## config.mk

```make
export PLATFORM = sky130hd
export DESIGN_NAME = multichannel_soft_timer
export DESIGN_NICKNAME = d
export VERILOG_FILES = /design/src/rtl/mst_pkg.sv /design/src/rtl/multichannel_soft_timer.sv
export SDC_FILE = /design/constraint.sdc
export NUM_CORES = 2
export LEC_CHECK = 0
export BUFFER_PORTS_ARGS = -buffer_cell sky130_fd_sc_hd__clkbuf_2
export CAP_MARGIN = 20
export CORE_UTILIZATION = 67
export DETAILED_ROUTE_END_ITERATION = 10
export PLACE_DENSITY_LB_ADDON = 0.25
export RECOVER_POWER = 25
export SLEW_MARGIN = 0
export SYNTH_ARGS = -nofsm -noshare
export SYNTH_HDL_FRONTEND = slang
export SYNTH_SLANG_ARGS = --single-unit
```

## constraint.sdc

```tcl
create_clock -name clk_i -period 13.4 [get_ports clk_i]
set_clock_uncertainty 0.2 [all_clocks]
set_input_delay 0 -clock clk_i [delete_from_list [all_inputs] [get_ports clk_i]]
set_output_delay 0 -clock clk_i [all_outputs]
set_load 0.02 [all_outputs]
```

## src/rtl/mst_pkg.sv

```systemverilog
// ----------------------------------------------------------------------------
// mst_pkg: shared types and codes of the multichannel soft timer
// Holds the action codes and the request and response transaction structs.
// ----------------------------------------------------------------------------
`default_nettype none

package mst_pkg;

  localparam logic [2:0] ActAdvance  = 3'd0;
  localparam logic [2:0] ActRegister = 3'd1;
  localparam logic [2:0] ActRestart  = 3'd2;
  localparam logic [2:0] ActQuery    = 3'd3;
  localparam logic [2:0] ActInit     = 3'd4;

  typedef struct packed {
    logic [2:0]  action;
    logic [7:0]  channel;
    logic [63:0] amount;
  } mst_req_t;

  typedef struct packed {
    logic        ok;
    logic        arrived;
    logic [63:0] now_ms;
  } mst_rsp_t;

endpackage

`default_nettype wire

```

## src/rtl/multichannel_soft_timer.sv

```systemverilog
// ----------------------------------------------------------------------------
// multichannel_soft_timer: 64-bit millisecond clock with a bank of timers
// Command-driven timer bank; an advance scans all channels for deadlines.
// ----------------------------------------------------------------------------
// A transaction is accepted when start_i is high and busy_o is low. Every
// transaction yields exactly one response, shown on rsp_o for one cycle with
// valid_o high; the receiver cannot stall, so capture it in that cycle.
// Register, restart, query and init finish in the accept cycle: the response
// follows on the next cycle and busy_o stays low, so these may be issued
// back to back. An advance holds busy_o high through the deadline scan that
// follows its acceptance, and its response comes with the cycle in which
// busy_o drops. The scan is paced by its structure: the start and duration
// stores have one read port, so one channel is read per cycle, and one shared
// 64-bit adder forms start + duration, followed by a compare stage against
// the clock. The shared adder also performs the clock advance itself in the
// accept cycle. All sums wrap modulo 2^64. Register, restart and query with a
// channel at or above NUM_CHANNELS answer ok = 0 and leave the state alone.
// ----------------------------------------------------------------------------
`default_nettype none

module multichannel_soft_timer #(
  parameter int NUM_CHANNELS = 8
) (
  input  wire logic               clk_i,
  input  wire logic               rst_ni,
  input  wire logic               start_i,
  input  wire mst_pkg::mst_req_t  req_i,
  output logic                    busy_o,
  output logic                    valid_o,
  output mst_pkg::mst_rsp_t       rsp_o
);

  localparam int IW = (NUM_CHANNELS > 1) ? $clog2(NUM_CHANNELS) : 1;
  localparam int CW = $clog2(NUM_CHANNELS + 1);
  localparam logic [8:0] NumChW = 9'(NUM_CHANNELS);

  // Sequencer states
  localparam logic StIdle = 1'b0;
  localparam logic StScan = 1'b1;

  logic state_q, state_d;

  // Architectural state
  logic [63:0]             clock_q, clock_d;
  logic [NUM_CHANNELS-1:0] reg_mark_q, reg_mark_d;
  logic [NUM_CHANNELS-1:0] arr_mark_q, arr_mark_d;

  // Channel stores, one read port, read data registered
  logic [63:0] start_mem [NUM_CHANNELS];
  logic [63:0] dur_mem   [NUM_CHANNELS];
  logic [63:0] start_rd_q, dur_rd_q;
  logic [IW-1:0] rd_addr;
  logic          wr_start, wr_dur;

  // Scan pipeline: issue counter, read stage, sum stage
  logic [CW-1:0] issue_q, issue_d;
  logic          v1_q, v1_d, v2_q, v2_d;
  logic [IW-1:0] idx1_q, idx1_d, idx2_q, idx2_d;
  logic [63:0]   sum_q;
  logic          issue_done;

  // Shared adder
  logic [63:0] add_a, add_b, add_y;

  // Response register
  logic               valid_q, valid_d;
  mst_pkg::mst_rsp_t  rsp_q, rsp_d;

  // Request decode
  logic          accept;
  logic          in_range;
  logic [IW-1:0] req_idx;

  assign accept     = start_i && !busy_o;
  assign in_range   = {1'b0, req_i.channel} < NumChW;
  assign req_idx    = req_i.channel[IW-1:0];
  assign issue_done = (issue_q == CW'(NUM_CHANNELS));

  // Feed the adder with the clock advance while idle and with the
  // channel deadline operands during the scan.
  always_comb begin
    if (state_q == StIdle) begin
      add_a = clock_q;
      add_b = req_i.amount;
    end else begin
      add_a = start_rd_q;
      add_b = dur_rd_q;
    end
  end
  assign add_y = add_a + add_b;

  always_comb begin
    state_d    = state_q;
    clock_d    = clock_q;
    reg_mark_d = reg_mark_q;
    arr_mark_d = arr_mark_q;
    issue_d    = issue_q;
    v1_d       = 1'b0;
    v2_d       = v1_q;
    idx1_d     = idx1_q;
    idx2_d     = idx1_q;
    valid_d    = 1'b0;
    rsp_d      = rsp_q;
    wr_start   = 1'b0;
    wr_dur     = 1'b0;
    rd_addr    = issue_q[IW-1:0];

    case (state_q)
      StIdle: begin
        if (accept) begin
          rsp_d.ok      = 1'b0;
          rsp_d.arrived = 1'b0;
          case (req_i.action)
            mst_pkg::ActAdvance: begin
              // Advance the clock now, then sweep the channels
              clock_d = add_y;
              issue_d = '0;
              state_d = StScan;
            end
            mst_pkg::ActRegister: begin
              valid_d = 1'b1;
              if (in_range && !reg_mark_q[req_idx]) begin
                wr_start            = 1'b1;
                wr_dur              = 1'b1;
                reg_mark_d[req_idx] = 1'b1;
                arr_mark_d[req_idx] = 1'b0;
                rsp_d.ok            = 1'b1;
              end
            end
            mst_pkg::ActRestart: begin
              valid_d = 1'b1;
              if (in_range && reg_mark_q[req_idx]) begin
                wr_start            = 1'b1;
                arr_mark_d[req_idx] = 1'b0;
                rsp_d.ok            = 1'b1;
              end
            end
            mst_pkg::ActQuery: begin
              valid_d = 1'b1;
              if (in_range && reg_mark_q[req_idx] && arr_mark_q[req_idx]) begin
                rsp_d.ok      = 1'b1;
                rsp_d.arrived = 1'b1;
              end
            end
            mst_pkg::ActInit: begin
              valid_d    = 1'b1;
              clock_d    = req_i.amount;
              reg_mark_d = '0;
              arr_mark_d = '0;
              rsp_d.ok   = 1'b1;
            end
            default: begin
              // Unused codes: answer ok = 0 and drop the transaction
              valid_d = 1'b1;
            end
          endcase
          rsp_d.now_ms = clock_d;
        end
      end
      StScan: begin
        // Issue one channel read per cycle
        if (!issue_done) begin
          v1_d    = 1'b1;
          idx1_d  = issue_q[IW-1:0];
          issue_d = issue_q + CW'(1);
        end
        // Compare the registered deadline against the advanced clock
        if (v2_q && reg_mark_q[idx2_q] && !arr_mark_q[idx2_q] &&
            (clock_q >= sum_q)) begin
          arr_mark_d[idx2_q] = 1'b1;
        end
        if (issue_done && !v1_q && !v2_q) begin
          state_d       = StIdle;
          valid_d       = 1'b1;
          rsp_d.ok      = 1'b1;
          rsp_d.arrived = 1'b0;
          rsp_d.now_ms  = clock_q;
        end
      end
      default: begin
        state_d = StIdle;
      end
    endcase
  end

  always_ff @(posedge clk_i or negedge rst_ni) begin
    if (!rst_ni) begin
      state_q    <= StIdle;
      clock_q    <= '0;
      reg_mark_q <= '0;
      arr_mark_q <= '0;
      issue_q    <= '0;
      v1_q       <= 1'b0;
      v2_q       <= 1'b0;
      valid_q    <= 1'b0;
    end else begin
      state_q    <= state_d;
      clock_q    <= clock_d;
      reg_mark_q <= reg_mark_d;
      arr_mark_q <= arr_mark_d;
      issue_q    <= issue_d;
      v1_q       <= v1_d;
      v2_q       <= v2_d;
      valid_q    <= valid_d;
    end
  end

  // Payload registers, no reset
  always_ff @(posedge clk_i) begin
    idx1_q <= idx1_d;
    idx2_q <= idx2_d;
    sum_q  <= add_y;
    rsp_q  <= rsp_d;
  end

  // Channel stores
  always_ff @(posedge clk_i) begin
    if (wr_start) begin
      start_mem[req_idx] <= clock_q;
    end
    if (wr_dur) begin
      dur_mem[req_idx] <= req_i.amount;
    end
    start_rd_q <= start_mem[rd_addr];
    dur_rd_q   <= dur_mem[rd_addr];
  end

  assign busy_o  = (state_q != StIdle);
  assign valid_o = valid_q;
  assign rsp_o   = rsp_q;

`ifndef SYNTHESIS
  // An accepted advance holds the block busy with no response next cycle
  assert property (@(posedge clk_i) disable iff (!rst_ni)
    (accept && req_i.action == mst_pkg::ActAdvance) |=> (busy_o && !valid_o))
    else $error("advance did not enter the scan");

  // Any other accepted transaction responds on the next cycle
  assert property (@(posedge clk_i) disable iff (!rst_ni)
    (accept && req_i.action != mst_pkg::ActAdvance) |=> (valid_o && !busy_o))
    else $error("single-cycle action did not respond");

  // Scan pipeline stages only run while scanning
  assert property (@(posedge clk_i) disable iff (!rst_ni)
    (v1_q || v2_q) |-> (state_q == StScan))
    else $error("scan stage active outside the scan");

  // An arrived mark never sets on an unregistered channel
  assert property (@(posedge clk_i) disable iff (!rst_ni)
    ((arr_mark_q & ~reg_mark_q) == '0) |=> ((arr_mark_q & ~reg_mark_q) == '0))
    else $error("arrived mark on unregistered channel");
`endif

endmodule

`default_nettype wire
```

After elaboration in Yosys (flattened, before gate mapping) --
Memory sizes are Yosys's and may differ from the RTL's. A register that Yosys moved wholly into a read port is not among the register bits. Index checks and enable logic that the tools add are counted.
Cells by class: muxes and demuxes 55, reduce and logical (&&, ||, !) cells 24, eq/ne operators 14, bitwise logic cells 6, add/subtract/negate cells 2, order comparisons 6
Operators with widths (count):
- $mux 66 | 2
- $pmux 66 s2 | 1
- $mux 64 | 2
- $pmux 64 s2 | 1
- $add 64x64->64 | 1
- $ge 64x64->1 | 1
- $mux 8 | 5
- $pmux 8 s2 | 2
- $mux 1 | 26
- $pmux 8 s3 | 1
- $or 8x8->8 | 2
- $bmux 1 s3 | 4
- $mux 4 | 3
- $logic_and 1x1->1 | 11
- $and 8x8->8 | 1
- $lt 3x4->1 const B | 2
- $lt 8x4->1 const B | 1
- $not 8->8 | 1
- $pmux 4 s2 | 1
- $demux 1 s3 | 2
- $eq 3x2->1 const B | 2
- $ge 3x1->1 const B | 2
- $ne 2x1->1 const B | 3
- $ne 2x2->1 const B | 3
- other kinds (17) | 27
Storage, ports and cells: register bits 224, RAM bits 1024, word-level logic and storage cells 123, memories kept 2
Memory list:
- dur_mem | depth 8, bits a word 64, read ports 1, clocked after memory_dff 1, wr ports 1, line multichannel_soft_timer.sv:50 | logic [63:0] dur_mem [NUM_CHANNELS];
- start_mem | depth 8, bits a word 64, read ports 1, clocked after memory_dff 1, wr ports 1, line multichannel_soft_timer.sv:49 | logic [63:0] start_mem [NUM_CHANNELS];

Logic depth before layout (Yosys ltp) --
depth in word-level cells 10, mapped depth 16, mapped depth without buffers 13

Least setup slack after synthesis --
Ideal clock, no wire load.
kind reg2reg, start register reg_mark_q[7], end memory start_mem[6][0] (enable), buffers on the path 1, arrival time 6.218 ns, data required time 12.636 ns, path slack 6.418 ns, stages on the path, launching flop included 8, cells stage by stage dfrtp_1 > mux4_2 > mux2i_1 > nand3b_1 > a21boi_1 > clkbuf_1 > nand2_1 > nor3_1
Between the ends: longest elaborated chain between the ends 10, elaborated cells on any way between the ends 12, those cells by class mux (9); reduce/logical (3)
RTL lines:
- start, declared | line multichannel_soft_timer.sv:45 | logic [NUM_CHANNELS-1:0] reg_mark_q, reg_mark_d;
- start signal, assigned | line multichannel_soft_timer.sv:199 | reg_mark_q <= reg_mark_d;
- $bmux 1 s3 (*) | line multichannel_soft_timer.sv:122, multichannel_soft_timer.sv:132
- $mux 1 (implied by the code) (*) | line multichannel_soft_timer.sv:122, multichannel_soft_timer.sv:132
- $logic_not 1->1 | line multichannel_soft_timer.sv:122 | if (in_range && !reg_mark_q[req_idx]) begin
- $logic_and 1x1->1 | line multichannel_soft_timer.sv:122
- $mux 1 | line multichannel_soft_timer.sv:122
- $pmux 1 s2 (*) | line multichannel_soft_timer.sv:113 | case (req_i.action)
- $mux 1 (*) | line multichannel_soft_timer.sv:110 | if (accept) begin
- $mux 1 (*) | line multichannel_soft_timer.sv:108 | case (state_q)
- $mux 1 (*) | line multichannel_soft_timer.sv:218 | if (wr_start) begin
- $mux 1 (implied by the code) (*) | line multichannel_soft_timer.sv:219 | start_mem[req_idx] <= clock_q;
- end, declared | line multichannel_soft_timer.sv:49
Mark *: on every way between the ends. The rest lies on a longest branch, timed or not. The select of a mux whose other input is x is not followed.

==> metrics.md <==
| Metric | Value |
|---|---|
| Critical R2R Capture | rsp_o[56] |
| Warnings from Yosys | 0 |
| Row count | 106 |
| Skew-Pair Late Insertion Delay | ~0.74 ns |
| Reg2Reg Setup Slack | a little over 8 ns |
| Worst setup slack after layout | ~8.1 ns |
| CP delay by family, top | compound AO/OA/AOI/OAI gates |
| Post-CTS Setup Bufs | 0 |
| First-pass GRT wire length | ~220000 µm |
| RSZ-0062 raised after global routing | false |
| Post-synth EDFFs | ~1100 |
| Synth Flop Type | edfxtp_1 |
| Max clock buf depth | 3 |
| Post-Syn Nets | approximately 3600 |
| Cells after Synth | roughly 3400 |
| Pin count of the biggest net entering global routing | between 100 and 150 |
| Final hold violation count | 0 |
| Final net count | approximately 3900 |
| Hold buffers post-CTS | between 100 and 150 |
| Worst IR Drop VDD | about 0.19 mV |
| Arrival time worst endpoint | between 5 and 6 ns |
| Area Overhead vs Synth | 13.65% |
| Total GRT Usage | a little over a third |
| Synth area leader | edfxtp_1 |
| Outcome | complete, but fails checks |
| Worst Setup SP | busy_o |
| WP buf/inv | 1 |
| Ys async rst share | 6.395% |
| Cts repair resizes | 0 |
| DR pass1 iterations | 6 |
| Routed vias/inst | 6.697 |
| Min-delay src | req_i[31] |
| Failing checks | capacitance limit, slew limit |
| Critical path fanouts, max | 95 |
| Setup CP Type | reg2reg |
| CP peak stage delay | between 0.8 and 0.9 ns |
| Max-cap viol count | 1 |
| Sequential area share after synthesis | approximately two thirds |
| Cell Area, Synth | 56990 µm² |
| Num CTS Buffers | around 140 |
| Share of layout cells above drive strength 1 | a little under a quarter |
| Clock Sink Count | around 1400 |
| Worst Setup End Kind | flop |
| Die Ht | between 200 and 300 µm |
| Class of the worst hold path | in2reg |
| Max_slew headroom | -33.07% |
| CP Capture Point | rsp_o[56] |
| Vias in the first global route | between 30000 and 40000 |
| Gr ovfl total | 0 |
| Final setup fails | 0 |
| Worst setup SP type | flop |
| Period utilisation layout | about two fifths |
| Chip width | 293.7 µm |
| Synth unique cells | between 70 and 80 |
| Core area | ~84000 µm² |
| Required time worst endpoint | between 10 and 15 ns |
| Worst R2R Start | busy_o |
| Dpl ws | a little over 8 ns |
| Critical Path Stages | 12 |
| Lkg Pwr | 22.87 nW |
| Fillers | 4519 |
| Peak Freq | roughly 190 MHz |
| Clk slew on worst S/H paths | roughly 0.070 ns |
| Post-DR wirelength/cell | between 20 and 30 µm |
| Clock Tree Root | clkbuf_16 |
| CP max stage cell | dfrtp_4 |
| Total power draw | 0.01404 W |
| # IOs | 146 |
| Hold Path Stages | 5 |
| Input/output buffers | approximately 150 |
| Syn Area/Cell | ~17 µm² |
| Final Max Tran Viols | 32 |
| Post-DP HPWL | 86500 µm |
| Main area contributors after synthesis | edfxtp_1, mux4_2, dfxtp_1, mux2_2, dfrtp_1 |
| FF+latch count, synth | approximately 1400 |
| Remaining DRCs | 0 |
| CTS tree | done |
| Cell Pwr Density | 216.8 nW/µm² |
| R2R depth | 12 |
| Die area | between 80000 and 90000 µm² |
| Final wirelength | between 100000 and 150000 µm |
| Gp weighted congestion | roughly 0.96 |
| Post-synth top area share | ~58% |
| Post-route ant nets | 0 |
| Post-layout minimum cycle time | between 5 and 6 ns |
| Worst Max-Slew Pin Slew | 1.996 ns |
| Cell Chain, Critical Path | buf_12 -> mux2_2 -> ha_1 -> nand4_1 -> nor4_1 -> o211a_1 -> o31ai_1 -> nor3b_2 -> a21oi_2 -> nor3_1 -> a311oi_1 -> a21oi_1 |
| Initial antenna violation count | 2 |
| DR iter-0 viols | between 3000 and 4000 |
| Routed vias | 33330 |
| H-tree levels | 4 |
| Initial Util | between 60% and 70% |
| Final setup TNS | 0 ns |
==> report_power, final <==
group          switching (W)  total [W]  leakage [nW]  internal (W)
Clock                0.00164    0.00372          2.11       0.00208
Combinational        0.00274    0.00489          8.22       0.00215
Sequential          0.000379    0.00543          12.5       0.00505
==> Yosys cell counts (all sizes together) (54+ instances only) <==
| library cell | instances |
|---|---|
| nand2 | 202 |
| dfrtp | 88 |
| mux2 | 256 |
| nor2 | 109 |
| ha | 129 |
| a21oi | 131 |
| dfxtp | 195 |
| clkbuf | 134 |
| edfxtp | 1093 |
| mux4 | 260 |
| inv | 100 |
| o21ai | 180 |
| mux2i | 54 |
==> flip-flops by register name (all words and copies together) (netlist names), 3 cells and up <==
| register | count |
|---|---|
| dur_mem | 512 |
| start_mem | 512 |
| idx1_q | 3 |
| idx2_q | 3 |
| dur_rd_q | 64 |
| rsp_o | 66 |
| sum_q | 64 |
| arr_mark_q | 8 |
| start_rd_q | 64 |
| issue_q | 4 |
| reg_mark_q | 8 |
| clock_q | 64 |
==> worst reg2reg max path: stages (launching register included) <==
cell      delay, ns
dfrtp_4        0.86
buf_12         0.48
mux2_2         0.58
ha_1           0.53
nand4_1        0.25
nor4_1         0.47
o211a_1        0.23
o31ai_1        0.07
nor3b_2        0.25
a21oi_2        0.46
nor3_1         0.15
a311oi_1       0.40
a21oi_1        0.13
==> worst min path at each step <==
| stage | end | slack, ns |
|---|---|---|
| after floorplan | arr_mark_q[0] | -0.50 |
| after global placement | valid_o | -0.22 |
| after detailed placement | valid_o | -0.21 |
| after CTS | clock_q[11] | 0.005 |
| after global routing | clock_q[53] | 0.06 |
| final | clock_q[31] | 0.05 |
==> cells in the final DEF, fill, tap and decap left out, drive strengths merged, types with 11 or more instances in the layout <==
| cell | instances |
|---|---|
| nor2b | 15 |
| o21ai | 180 |
| dfrtp | 88 |
| ha | 129 |
| dfxtp | 195 |
| dlygate4sd3 | 144 |
| o21bai | 17 |
| a21oi | 131 |
| and3 | 19 |
| mux2 | 256 |
| clkinv | 52 |
| a21o | 50 |
| buf | 43 |
| a211oi | 17 |
| a221oi | 11 |
| nor2 | 109 |
| clkbuf | 325 |
| xnor2 | 35 |
| mux2i | 54 |
| nand2 | 202 |
| mux4 | 260 |
| nor3 | 46 |
| xor2 | 29 |
| o21a | 17 |
| o211ai | 11 |
| edfxtp | 1093 |
| a31oi | 24 |
| nand3 | 24 |
| nand4 | 39 |
| inv | 108 |
==> final cells by class <==
| type | count | area (µm²) | area share [%] |
|---|---|---|---|
| Clock buffer | 179 | 3677 | 5.677 |
| Inverter | 100 | 376.6 | 0.5815 |
| Multi-Input combinational cell | 1782 | 17170 | 26.51 |
| Sequential cell | 1376 | 38940 | 60.12 |
| Tap cell | 1134 | 1419 | 2.191 |
| Antenna cell | 1 | 2.502 | 0.003863 |
| Timing Repair Buffer | 333 | 2502 | 3.863 |
| Clock inverter | 72 | 676.9 | 1.045 |
==> cells by family (layout without fill, tap and decap cells) <==
logic type      Yosys count  in the layout  synth area share [%]
mux                     570            570                 16.28
flops                  1376           1376                 68.31
buf+inv                 272            684                 1.813
simple gates            510            510                 4.189
compound gates          508            508                 5.559
fa+ha+maj               130            130                 2.867
xor+xnor                 64             64                0.9836
other cells               0              1                     0
==> metrics by stage <==
step / util (%) / cell area [µm²] / hold WS (ns) / std cells
final: 77.15 / 64770 / 0.05200 / 4977
after global routing: 77.15 / 64770 / 0.06324 / 4977
after CTS: 77.18 / 64800 / 0.004519 / 4975
after detailed placement: 70.25 / 58980 / -0.2132 / 4579
after global placement: 70.25 / 58980 / -0.2200 / 4579
after floorplan: - / 56990 / -0.4956 / 3430
==> metal layers <==
layer	vias to the layer above	share of wire, %	track usage [%]
met3	358	8.6	5.702
li1	14060	-	-
met2	1999	51	58.57
met5	-	0.0068	0
met4	2	4.1	14.46
met1	16910	37	45.71
No activity file was read; power rests on OpenSTA's default activity.
